## src/design/bde_pkg.sv

```systemverilog
// Shared types and constants for the bounded deque engine.
// No dependencies; every other design file imports this package.
package bde_pkg;

   localparam int unsigned DATA_WIDTH = 32;
   localparam int unsigned CAP_WIDTH = 4;
   localparam logic [CAP_WIDTH-1:0] CAPACITY_RESET = 4'd5;

   // Operation codes carried in the mode field of a request.
   localparam logic [2:0] MODE_PUSH_LEFT = 3'd0;
   localparam logic [2:0] MODE_PUSH_RIGHT = 3'd1;
   localparam logic [2:0] MODE_POP_LEFT = 3'd2;
   localparam logic [2:0] MODE_POP_RIGHT = 3'd3;
   localparam logic [2:0] MODE_DUMP_FWD = 3'd4;
   localparam logic [2:0] MODE_DUMP_BWD = 3'd5;

   typedef enum logic [1:0] {
      STATUS_ENTRY = 2'd0,
      STATUS_FULL = 2'd1,
      STATUS_EMPTY = 2'd2,
      STATUS_NOW_EMPTY = 2'd3
   } status_type;

   typedef enum logic [1:0] {
      STATE_IDLE,
      STATE_STATUS,
      STATE_DUMP_FWD,
      STATE_DUMP_BWD
   } state_type;

   // What every cell of the row does at the next clock edge.
   typedef enum logic [1:0] {
      CELL_HOLD,
      CELL_TAKE_LEFT,
      CELL_TAKE_RIGHT,
      CELL_APPEND
   } cell_cmd_type;

   typedef struct packed {
      cell_cmd_type cmd;
      logic ring;
      logic signed [DATA_WIDTH-1:0] push_value;
   } cell_ctrl_type;

endpackage

```

## src/design/bde_cell.sv

```systemverilog
// One storage cell of the deque row: holds a single entry.
// Depends on bde_pkg for the cell command types.
module bde_cell #(
   parameter int unsigned INDEX = 0,
   parameter int unsigned FW = 4
) (
   input  logic clock,
   input  bde_pkg::cell_ctrl_type ctrl,
   input  logic [FW-1:0] fill,
   input  logic signed [bde_pkg::DATA_WIDTH-1:0] left_data,
   input  logic signed [bde_pkg::DATA_WIDTH-1:0] right_data,
   output logic signed [bde_pkg::DATA_WIDTH-1:0] data
);
   import bde_pkg::*;

   logic signed [DATA_WIDTH-1:0] data_ff;
   logic signed [DATA_WIDTH-1:0] data_in;

   always_comb begin
      data_in = data_ff;
      case (ctrl.cmd)
         CELL_HOLD: data_in = data_ff;
         CELL_TAKE_LEFT: data_in = left_data;
         CELL_TAKE_RIGHT: data_in = right_data;
         CELL_APPEND: begin
            // Only the cell just right of the last entry takes the value.
            if (fill == FW'(INDEX)) begin
               data_in = ctrl.push_value;
            end
         end
         default: data_in = data_ff;
      endcase
   end

   always_ff @(posedge clock) begin
      data_ff <= data_in;
   end

   assign data = data_ff;

endmodule

```

## src/design/bde_chain.sv

```systemverilog
// Row of deque cells wired as a ring; cell 0 holds the leftmost entry.
// Depends on bde_pkg and bde_cell.
module bde_chain #(
   parameter int unsigned DEPTH = 8,
   parameter int unsigned FW = 4
) (
   input  logic clock,
   input  bde_pkg::cell_ctrl_type ctrl,
   input  logic [FW-1:0] fill,
   output logic signed [bde_pkg::DATA_WIDTH-1:0] head_data,
   output logic signed [bde_pkg::DATA_WIDTH-1:0] tail_data
);
   import bde_pkg::*;

   logic signed [DATA_WIDTH-1:0] cell_data [DEPTH];
   logic signed [DATA_WIDTH-1:0] left_in [DEPTH];
   logic signed [DATA_WIDTH-1:0] right_in [DEPTH];

   for (genvar i = 0; i < DEPTH; i++) begin : g_cell
      // The first cell takes the pushed value on a left push, or the last
      // cell when the ring turns right.
      if (i == 0) begin : g_first
         assign left_in[i] = ctrl.ring ? cell_data[DEPTH-1] : ctrl.push_value;
      end else begin : g_inner_left
         assign left_in[i] = cell_data[i-1];
      end

      if (i == DEPTH - 1) begin : g_last
         assign right_in[i] = cell_data[0];
      end else begin : g_inner_right
         assign right_in[i] = cell_data[i+1];
      end

      bde_cell #(
         .INDEX(i),
         .FW(FW)
      ) u_cell (
         .clock(clock),
         .ctrl(ctrl),
         .fill(fill),
         .left_data(left_in[i]),
         .right_data(right_in[i]),
         .data(cell_data[i])
      );
   end

   assign head_data = cell_data[0];
   assign tail_data = cell_data[DEPTH-1];

endmodule

```

## src/design/bounded_deque_engine.sv

```systemverilog
// Bounded deque engine: requests are taken while idle and answered by a registered response.
// A push or pop that leaves entries, and any dump of a non-empty deque, then runs DEPTH ring
// rotations with requests stalled; status-only requests use a status state; unknown modes drop.
// The row of cells is the limiting resource: one entry leaves per cycle while rsp_stall is low.
// Synchronous reset empties the deque, sets capacity to 5 and drops any pending response;
// the entry cells themselves are not cleared.
module bounded_deque_engine #(
   parameter int unsigned DEPTH = 8
) (
   input  logic clock,
   input  logic reset,
   input  logic req_valid,
   output logic req_stall,
   input  logic [2:0] req_mode,
   input  logic signed [31:0] req_value,
   output logic rsp_valid,
   input  logic rsp_stall,
   output logic signed [31:0] rsp_entry,
   output logic [1:0] rsp_status,
   output logic rsp_last,
   output logic rsp_is_full,
   output logic rsp_is_empty,
   input  logic csr_wr_en,
   input  logic [3:0] csr_wr_data
);
   import bde_pkg::*;

   // FW holds a fill count of 0..DEPTH; CW is wide enough for both the count and the
   // four bit capacity register so the fullness compare is lossless.
   localparam int unsigned FW = $clog2(DEPTH + 1);
   localparam int unsigned CW = (FW > CAP_WIDTH) ? FW : CAP_WIDTH;
   localparam logic [FW-1:0] LAST_STEP = FW'(DEPTH - 1);

   state_type state_ff, state_in;
   logic [FW-1:0] fill_ff, fill_in;
   logic [FW-1:0] step_ff, step_in;
   status_type status_ff, status_in;
   logic [CAP_WIDTH-1:0] capacity_ff, capacity_in;

   logic rsp_valid_ff, rsp_valid_in;
   logic signed [DATA_WIDTH-1:0] rsp_entry_ff;
   status_type rsp_status_ff;
   logic rsp_last_ff, rsp_full_ff, rsp_empty_ff;

   cell_ctrl_type chain_ctrl;
   logic signed [DATA_WIDTH-1:0] head_data, tail_data;

   logic [CW-1:0] cap_eff;
   logic is_full, is_empty;
   logic out_free, out_load, emit;
   logic signed [DATA_WIDTH-1:0] out_entry;
   status_type out_status;
   logic out_last;
   logic [FW:0] bwd_pos;

   // The entries live in a row of cells, leftmost entry in cell 0. Left pushes
   // and left pops shift the whole row by one place; a right push writes the
   // cell just past the last entry; a right pop only lowers the count.
   bde_chain #(
      .DEPTH(DEPTH),
      .FW(FW)
   ) u_chain (
      .clock(clock),
      .ctrl(chain_ctrl),
      .fill(fill_ff),
      .head_data(head_data),
      .tail_data(tail_data)
   );

   // Capacity above DEPTH saturates. When the count sits at or above the
   // effective capacity (including capacity zero) the deque reads as full.
   always_comb begin
      cap_eff = (CW'(capacity_ff) > CW'(DEPTH)) ? CW'(DEPTH) : CW'(capacity_ff);
   end
   assign is_full = (CW'(fill_ff) >= cap_eff);
   assign is_empty = (fill_ff == '0);

   // The response register frees up when it is empty or is being taken now.
   assign out_free = !rsp_valid_ff || !rsp_stall;

   // A backward dump emits the tail cell once the ring has turned right by
   // DEPTH - fill places, which puts the rightmost entry in the last cell.
   assign bwd_pos = {1'b0, step_ff} + {1'b0, fill_ff};

   always_comb begin
      capacity_in = csr_wr_en ? csr_wr_data : capacity_ff;
   end

   always_comb begin
      state_in = state_ff;
      fill_in = fill_ff;
      step_in = step_ff;
      status_in = status_ff;
      chain_ctrl.cmd = CELL_HOLD;
      chain_ctrl.ring = 1'b0;
      chain_ctrl.push_value = req_value;
      out_load = 1'b0;
      out_entry = '0;
      out_status = STATUS_ENTRY;
      out_last = 1'b0;
      emit = 1'b0;
      req_stall = (state_ff != STATE_IDLE);

      unique case (state_ff)
         STATE_IDLE: begin
            if (req_valid) begin
               unique case (req_mode) inside
                  MODE_PUSH_LEFT, MODE_PUSH_RIGHT: begin
                     if (is_full) begin
                        status_in = STATUS_FULL;
                        state_in = STATE_STATUS;
                     end else begin
                        chain_ctrl.cmd = (req_mode == MODE_PUSH_LEFT) ?
                                         CELL_TAKE_LEFT : CELL_APPEND;
                        fill_in = fill_ff + FW'(1);
                        step_in = '0;
                        state_in = STATE_DUMP_FWD;
                     end
                  end
                  MODE_POP_LEFT, MODE_POP_RIGHT: begin
                     if (is_empty) begin
                        status_in = STATUS_EMPTY;
                        state_in = STATE_STATUS;
                     end else begin
                        chain_ctrl.cmd = (req_mode == MODE_POP_LEFT) ?
                                         CELL_TAKE_RIGHT : CELL_HOLD;
                        fill_in = fill_ff - FW'(1);
                        step_in = '0;
                        if (fill_ff == FW'(1)) begin
                           status_in = STATUS_NOW_EMPTY;
                           state_in = STATE_STATUS;
                        end else begin
                           state_in = STATE_DUMP_FWD;
                        end
                     end
                  end
                  MODE_DUMP_FWD, MODE_DUMP_BWD: begin
                     step_in = '0;
                     if (is_empty) begin
                        status_in = STATUS_EMPTY;
                        state_in = STATE_STATUS;
                     end else if (req_mode == MODE_DUMP_FWD) begin
                        state_in = STATE_DUMP_FWD;
                     end else begin
                        state_in = STATE_DUMP_BWD;
                     end
                  end
                  default: begin
                     // Unused modes are dropped without a response.
                  end
               endcase
            end
         end

         STATE_STATUS: begin
            if (out_free) begin
               out_load = 1'b1;
               out_status = status_ff;
               out_last = 1'b1;
               state_in = STATE_IDLE;
            end
         end

         STATE_DUMP_FWD: begin
            // Rotate the ring left DEPTH times; the first fill_ff steps show
            // the entries in cell 0 in left-to-right order.
            emit = (step_ff < fill_ff);
            out_entry = head_data;
            out_last = (step_ff == fill_ff - FW'(1));
            if (!emit || out_free) begin
               out_load = emit;
               chain_ctrl.cmd = CELL_TAKE_RIGHT;
               step_in = step_ff + FW'(1);
               if (step_ff == LAST_STEP) begin
                  state_in = STATE_IDLE;
               end
            end
         end

         STATE_DUMP_BWD: begin
            // Rotate the ring right DEPTH times; the last fill_ff steps show
            // the entries in the last cell in right-to-left order.
            emit = (bwd_pos >= (FW + 1)'(DEPTH));
            out_entry = tail_data;
            out_last = (step_ff == LAST_STEP);
            if (!emit || out_free) begin
               out_load = emit;
               chain_ctrl.cmd = CELL_TAKE_LEFT;
               chain_ctrl.ring = 1'b1;
               step_in = step_ff + FW'(1);
               if (step_ff == LAST_STEP) begin
                  state_in = STATE_IDLE;
               end
            end
         end

         default: state_in = STATE_IDLE;
      endcase
   end

   always_comb begin
      if (out_load) begin
         rsp_valid_in = 1'b1;
      end else if (!rsp_stall) begin
         rsp_valid_in = 1'b0;
      end else begin
         rsp_valid_in = rsp_valid_ff;
      end
   end

   always_ff @(posedge clock) begin
      if (reset) begin
         state_ff <= STATE_IDLE;
         fill_ff <= '0;
         step_ff <= '0;
         capacity_ff <= CAPACITY_RESET;
         rsp_valid_ff <= 1'b0;
      end else begin
         state_ff <= state_in;
         fill_ff <= fill_in;
         step_ff <= step_in;
         capacity_ff <= capacity_in;
         rsp_valid_ff <= rsp_valid_in;
      end
   end

   // Response payload and the pending status code need no reset. The flags
   // come from the count after the operation, which holds for the whole run.
   always_ff @(posedge clock) begin
      status_ff <= status_in;
      if (out_load) begin
         rsp_entry_ff <= out_entry;
         rsp_status_ff <= out_status;
         rsp_last_ff <= out_last;
         rsp_full_ff <= is_full;
         rsp_empty_ff <= is_empty;
      end
   end

   assign rsp_valid = rsp_valid_ff;
   assign rsp_entry = rsp_entry_ff;
   assign rsp_status = rsp_status_ff;
   assign rsp_last = rsp_last_ff;
   assign rsp_is_full = rsp_full_ff;
   assign rsp_is_empty = rsp_empty_ff;

   // The count can never pass the number of cells.
   assert property (@(posedge clock) disable iff (reset)
      CW'(fill_ff) <= CW'(DEPTH))
      else $error("fill count exceeds the number of cells");

   // An entry transaction is only ever produced while the deque holds data.
   assert property (@(posedge clock) disable iff (reset)
      (rsp_valid && rsp_status == STATUS_ENTRY) |-> !rsp_is_empty)
      else $error("entry transaction while deque is empty");

   // A pop on an empty deque leaves the count untouched.
   assert property (@(posedge clock) disable iff (reset)
      (req_valid && !req_stall && is_empty &&
       (req_mode == MODE_POP_LEFT || req_mode == MODE_POP_RIGHT))
      |=> (fill_ff == $past(fill_ff)))
      else $error("pop on empty deque changed the count");

   // The request side is held off for as long as a dump sequence runs.
   assert property (@(posedge clock) disable iff (reset)
      (state_ff == STATE_DUMP_FWD || state_ff == STATE_DUMP_BWD) |-> req_stall)
      else $error("request accepted during a dump sequence");

endmodule
```

## config.mk

```make
export PLATFORM = sky130hd
export DESIGN_NAME = bounded_deque_engine
export DESIGN_NICKNAME = d
export VERILOG_FILES = /design/src/design/bde_pkg.sv /design/src/design/bde_cell.sv /design/src/design/bde_chain.sv /design/src/design/bounded_deque_engine.sv
export SDC_FILE = /design/constraint.sdc
export NUM_CORES = 1
export LEC_CHECK = 0
export BUFFER_PORTS_ARGS = -buffer_cell sky130_fd_sc_hd__buf_2
export CORE_MARGIN = 2
export CORE_UTILIZATION = 55
export CTS_CLUSTER_SIZE = 14
export DETAILED_ROUTE_END_ITERATION = 8
export GPL_TIMING_DRIVEN = 0
export PLACE_DENSITY_LB_ADDON = 0.08
export REMOVE_ABC_BUFFERS = 1
export SYNTH_ARGS = -nofsm -noshare
export SYNTH_HDL_FRONTEND = slang
export SYNTH_SLANG_ARGS = --single-unit
```

## constraint.sdc

```tcl
create_clock -name clock -period 4.6 [get_ports clock]
set_input_delay 0.23 -clock clock [delete_from_list [all_inputs] [get_ports clock]]
set_output_delay 0.23 -clock clock [all_outputs]
set_load 0.03 [all_outputs]
```

==> results.toml, run 1 <==
[synth]
ys.flop_type = "edfxtp_1"
yosys_warnings = 0
synth_edf_count = 295
synth-seq-area-share_pct = 60.6
syn_inst = 1218
syn-cell-area_sq_mm = 0.0151
avgSynthCellArea_sq_um = 12.4
synthArstFlopShare_pct = 0
synth_seq_cells = 310
ys_types = 53

[die]
core_sq_mm = 0.0270
top_level_ports = 83
dieArea_sq_mm = 0.0288
die_h_um = 170
start_util_pct = 56.1
num_rows = 60
die_w_um = 170

[grt]
grtUsageTotal_pct = 25.5
grt_pass1_vias = 9949
overflow = 0
grt_max_degree = 89
antenna_found_initial = 0
grt_pass1_wl_um = 56600

[setup_path]
required_ns = 4.83
arrival_ns = 4.54
crit_path_end_kind = "flip-flop"
critical_path_class = "flip-flop to flip-flop"
cp_common_cell = "buf_6"
critical_path.max_fanout = 10
crit_path_max_incr_delay_ns = 0.76
cp_cell_sequence = "inv_1 -> ha_1 -> nand2b_1 -> a2111oi_1 -> o211a_1 -> nor3_2 -> buf_6 -> buf_6 -> buf_6 -> a21oi_1 -> a2bb2oi_1"
cp-start-kind = "flip-flop"
cpMaxStageDelayCell = "o211a_1"

[pwr]
seqPwrFrac_pct = 46.8
p_sw_mw = 2.64
power_density_mw_per_mm2 = 511
pwr-share-comb_pct = 24.4
ir_worst_vdd_mv = 0.302
power.total_mw = 8.87
intPower_mw = 6.23
power_frac_clock_pct = 28.8
leakagePower_nw = 6.68
swShare_pct = 29.8

[routing]
post_drt_via_cell_ratio = 6.23
finalWirelength_um = 37000
drtIter0Drc = 1038
wl_per_cell_um = 22.3
first_pass_iters = 5
via_count = 10319
ant_nets = 0
drc_errors = 0

[run_status]
outcome = "finished, final reports clean"

[sta]
fin_crit_ns = 4.32
slew_viol_final = 0
max_freq_mhz = 232
worst_slew_margin_rel_pct = 34.3
rsz0062_at_grt = "false"
setup_violations = 0
post-route-period-util_pct = 93.9
hold_viol = 0
tightest_slew_ns = 0.981
skew_ns = 0.0184
timing.hold.ws_ns = 0.0461

[clock_network]
clockBufferDepth = 3
clkSinkCount = 310
htreeDepth = 2
clk_pin_slew_ns = 0.06
cts_buffers = 35
cts_tree = "yes"
worstSkewPairLatency_ns = 0.52
root_buffer = "clkbuf_16"

[finish]
final_cell_mix = "edfxtp_1, nand2_1, a2bb2oi_1"
area_growth_pct = 14.8
layout_commonest_cell = "edfxtp_1"
drive_above_1_share_pct = 18.5
antenna_cells = 0
nets = 1355

[min_path]
hold_class = "input port to flip-flop"

[placement]
gp_congestion = 0.785
dp_hpwl_um = 22500
io_buffers = 82

[job]
maxCapViolCount = 0
==> state kept, by name (all words and copies together), names as in the netlist <==
signal	flops
u_chain.g_cell.u_cell.data	256
fill_ff	4
capacity_ff	4
state_ff	2
status_ff	2
rsp_valid	1
rsp_status	2
rsp_last	1
step_ff	4
rsp_entry	32
rsp_is_empty	1
rsp_is_full	1
==> path summary, 6_finish.rpt <==
path                                      from                                to  slack, ns  depth (start not counted)
worst max-delay path                fill_ff[0]  u_chain.g_cell[3].u_cell.data[0]       0.28                         11
worst min-delay path                 csr_wr_en                    capacity_ff[2]       0.05                          3
worst max register to register      fill_ff[0]  u_chain.g_cell[3].u_cell.data[0]       0.28                         11
worst min register to register  capacity_ff[0]                    capacity_ff[0]       0.48                          2
==> timing repair <==
action	CTS	global route
hold buffers	4	0
pin swaps	1	1
buffers inserted	6	2
endpoints found under the setup margin	256	130
hold endpoints to repair	4	0
resized for setup	1	1
==> critical path: cells and delay by family, from the launching register on <==
family          cells  cell delay (ns)
buf+inv             4             0.69
compound gates      4             2.08
fa+ha+maj           1             0.31
simple gates        2             0.45
flops               1             0.49
==> layout make-up <==
type,instances,area [sq um]
fill,2077,9600
sequential,310,9160
multi-input combinational,779,5470
timing repair buffer,120,1100
clock buffer,50,953
tap,341,427
inverter,47,176
clock inverter,9,60.1
==> metal layers <==
layer / GRT usage [%] / part of all wire, % / vias up / routed length [um]
met5: 0 / 0 / - / 0
met4: 6.50 / 1.6 / 0 / 601
met3: 3.36 / 6.2 / 52 / 2290
met2: 40.2 / 46 / 386 / 17100
met1: 37.8 / 46 / 5103 / 17100
li1: - / - / 4778 / -
==> through the flow <==
step | cell area, sq um | std cells | utilization [%] | setup slack [ns] | setup TNS [ns]
2_1_floorplan | 14600 | 1136 | - | -2.19 | -710.29
3_3_place_gp | 15500 | 1559 | 57.5 | -6.48 | -3041.71
3_5_place_dp | 16200 | 1585 | 60.0 | -0.536 | -92.98
4_1_cts | 17300 | 1654 | 64.2 | 0.0186 | 0
5_1_grt | 17300 | 1656 | 64.4 | 0.00587 | 0
6_report | 17300 | 1656 | 64.4 | 0.283 | 0
==> power groups by stage <==
stage                     Clock, mW  Sequential, mW  Combinational, mW
after floorplan                   0            4.19               1.53
after global placement            0            4.26               2.18
after detailed placement          0            4.20               2.12
after CTS                      2.60            4.15               2.15
after global routing           2.69            4.21               2.33
final                          2.55            4.15               2.17
==> synth_stat cells (30+ instances only) <==
cell type  instances  area (sq um)
edfxtp_1         295          8860
nand2_1          243           912
a2bb2oi_1        194          1700
a21oi_1           52           260
inv_1             47           176
mux2i_1           38           380
nor2b_1           36           225
o22ai_1           33           206
a21oi_2           30           263
a2bb2oi_2         30           450
buf_2             30           150
==> cells by family (layout without fill, tap and decap cells) <==
group | count (synthesis) | count (layout) | share of synthesized area, %
AO/OA/AOI/OAI | 376 | 376 | 20.8
XOR/XNOR | 8 | 8 | 0.464
flip-flops | 310 | 310 | 60.6
buffers and inverters | 129 | 226 | 4.25
multiplexers | 38 | 38 | 2.52
adder cells (fa/ha/maj) | 18 | 18 | 1.54
AND/OR/NAND/NOR | 339 | 339 | 9.80
Power figures use the tool's default switching activity.
==> inputs of run 2 (changes only) <==
Settings changed: CELL_PAD_IN_SITES_DETAIL_PLACEMENT set to 1, CELL_PAD_IN_SITES_GLOBAL_PLACEMENT set to 1, CORE_UTILIZATION 55 to 50.
==> run 2 against run 1 <==
- maximum frequency up 0.34%
- count of clock-buffer cells in the layout down 6
- clock skew up 0.0012 ns
- sequential cell count unchanged
- sequential share of layout area down 0.73 points
- combinational power up 5%
- cell count up 3.0%
- routed wire length up 14%
- worst setup slack better by 0.015 ns
- via count up 2.6%
- first-iteration DRC count down 18%
- register-to-register slack about the same
- largest power group unchanged
==> results.toml, run 2 (synthesized netlist as in run 1, its figures left out) <==
[setup_path]
arrival_ns = 4.53
crit_path_end_kind = "flip-flop"
cp_common_cell = "buf_16"
cpMaxStageDelayCell = "a2111oi_1"
cp-start-kind = "flip-flop"
crit_path_max_incr_delay_ns = 0.66
required_ns = 4.83
cp_cell_sequence = "inv_1 -> ha_1 -> nand2b_1 -> a2111oi_1 -> o21ai_0 -> nand2_4 -> nor3_4 -> a21oi_4 -> buf_16 -> buf_16"
path_buf_inv = 3
critical_path_class = "flip-flop to flip-flop"
critPathTopFamily = "compound AO/OA/AOI/OAI gates"
critical_path.max_fanout = 17

[run_status]
outcome = "finished, final reports clean"

[finish]
nets = 1356
largest_reg_flops = 256
layout_commonest_cell = "edfxtp_1"
multi_input_area_sq_mm = 0.00547
seqCellArea_sq_mm = 0.00916
final_cell_mix = "edfxtp_1, nand2_1, a2bb2oi_1"
drive_above_1_share_pct = 18.9
fillerInstances = 2933
area_growth_pct = 16.4
antenna_cells = 0

[clock_network]
clockBufferDepth = 3
clk_pin_slew_ns = 0.06
cts_buffers = 35
htreeDepth = 2
cts_tree = "yes"
worstSkewPairLatency_ns = 0.52
root_buffer = "clkbuf_16"
clkSinkCount = 310

[grt]
overflow = 0
grt_pass1_wl_um = 65400
grt_pass1_vias = 11056
antenna_found_initial = 1
grt_max_degree = 87
grtUsageTotal_pct = 27.2

[sta]
max_freq_mhz = 232
rsz0062_at_grt = "false"
post-route-period-util_pct = 93.5
slew_viol_final = 0
worst_slew_margin_rel_pct = 35.1
setup_violations = 0
skew_ns = 0.0196
hold_viol = 0
tns_ns = 0
tightest_slew_ns = 0.974
fin_crit_ns = 4.30

[routing]
drc_errors = 0
finalWirelength_um = 42200
drtIter0Drc = 856
ant_nets = 0
first_pass_iters = 5
post_drt_via_cell_ratio = 6.20
wl_per_cell_um = 24.7
via_count = 10584

[placement]
io_buffers = 82
dp_hpwl_um = 25600
gp_congestion = 0.744

[die]
core_sq_mm = 0.0297
die_h_um = 178
num_rows = 63
die_w_um = 178
dieArea_sq_mm = 0.0316
start_util_pct = 50.9
top_level_ports = 83

[pwr]
ir_worst_vdd_mv = 0.252
leakagePower_nw = 6.77
power.total_mw = 9.14
power_density_mw_per_mm2 = 520

[job]
maxCapViolCount = 0

[min_path]
hold_class = "input port to flip-flop"
## run 2: routing by layer
layer	global-route usage, %	wire (um)	vias to the layer above	part of all wire (%)
li1	-	-	4773	-
met1	37.3	18600	5443	44
met2	45.8	20800	297	49
met3	3.81	2010	69	4.8
met4	6.11	791	2	1.9
met5	0	16	-	0.038
## run 2: repair_timing
item                       CTS  global route
pin swaps                    1             0
buffers inserted             2             1
hold buffers                 4             0
cloned                       1             0
hold endpoints to repair     4             0
setup endpoints to repair   58            12
resized for setup            1             0
## run 2: path summary, 6_finish.rpt
path / startpoint / endpoint / slack, ns / cells after the start
worst max-delay path: fill_ff[0] / u_chain.g_cell[2].u_cell.data[3] / 0.30 / 10
worst min-delay path: csr_wr_en / capacity_ff[0] / 0.06 / 3
worst max register to register: fill_ff[0] / u_chain.g_cell[2].u_cell.data[3] / 0.30 / 10
worst min register to register: capacity_ff[0] / capacity_ff[0] / 0.49 / 2
## run 2: power by group
group	internal, mW	switching [mW]
Sequential	3.85	0.318
Combinational	0.977	1.30
Clock	1.57	1.13
## run 2: worst min-delay path: stages
cell and delay, ns:
buf_2 0.15, mux2i_1 0.09, nand2_1 0.06
## run 2: area by class of cell
cell class | instances | area share [%]
inverters | 47 | 1.00
multi-input cells | 780 | 31.1
well taps | 390 | 2.77
repair buffers | 120 | 6.96
clock inverters | 15 | 0.690
flip-flops and latches | 310 | 52.1
clock buffers | 44 | 5.41
## run 2: stage by stage
step / cells / setup WS (ns) / utilization [%] / hold slack, ns / cell area, sq um
floorplan: 1136 / -2.19 / - / 0.299 / 14600
global route: 1706 / 0.0389 / 59.2 / 0.0780 / 17600
finish: 1706 / 0.298 / 59.2 / 0.0552 / 17600
CTS: 1705 / 0.122 / 59.2 / 0.0208 / 17600
global placement: 1608 / -6.81 / 52.3 / 0.443 / 15500
detailed placement: 1639 / -0.0667 / 55.2 / 0.459 / 16400
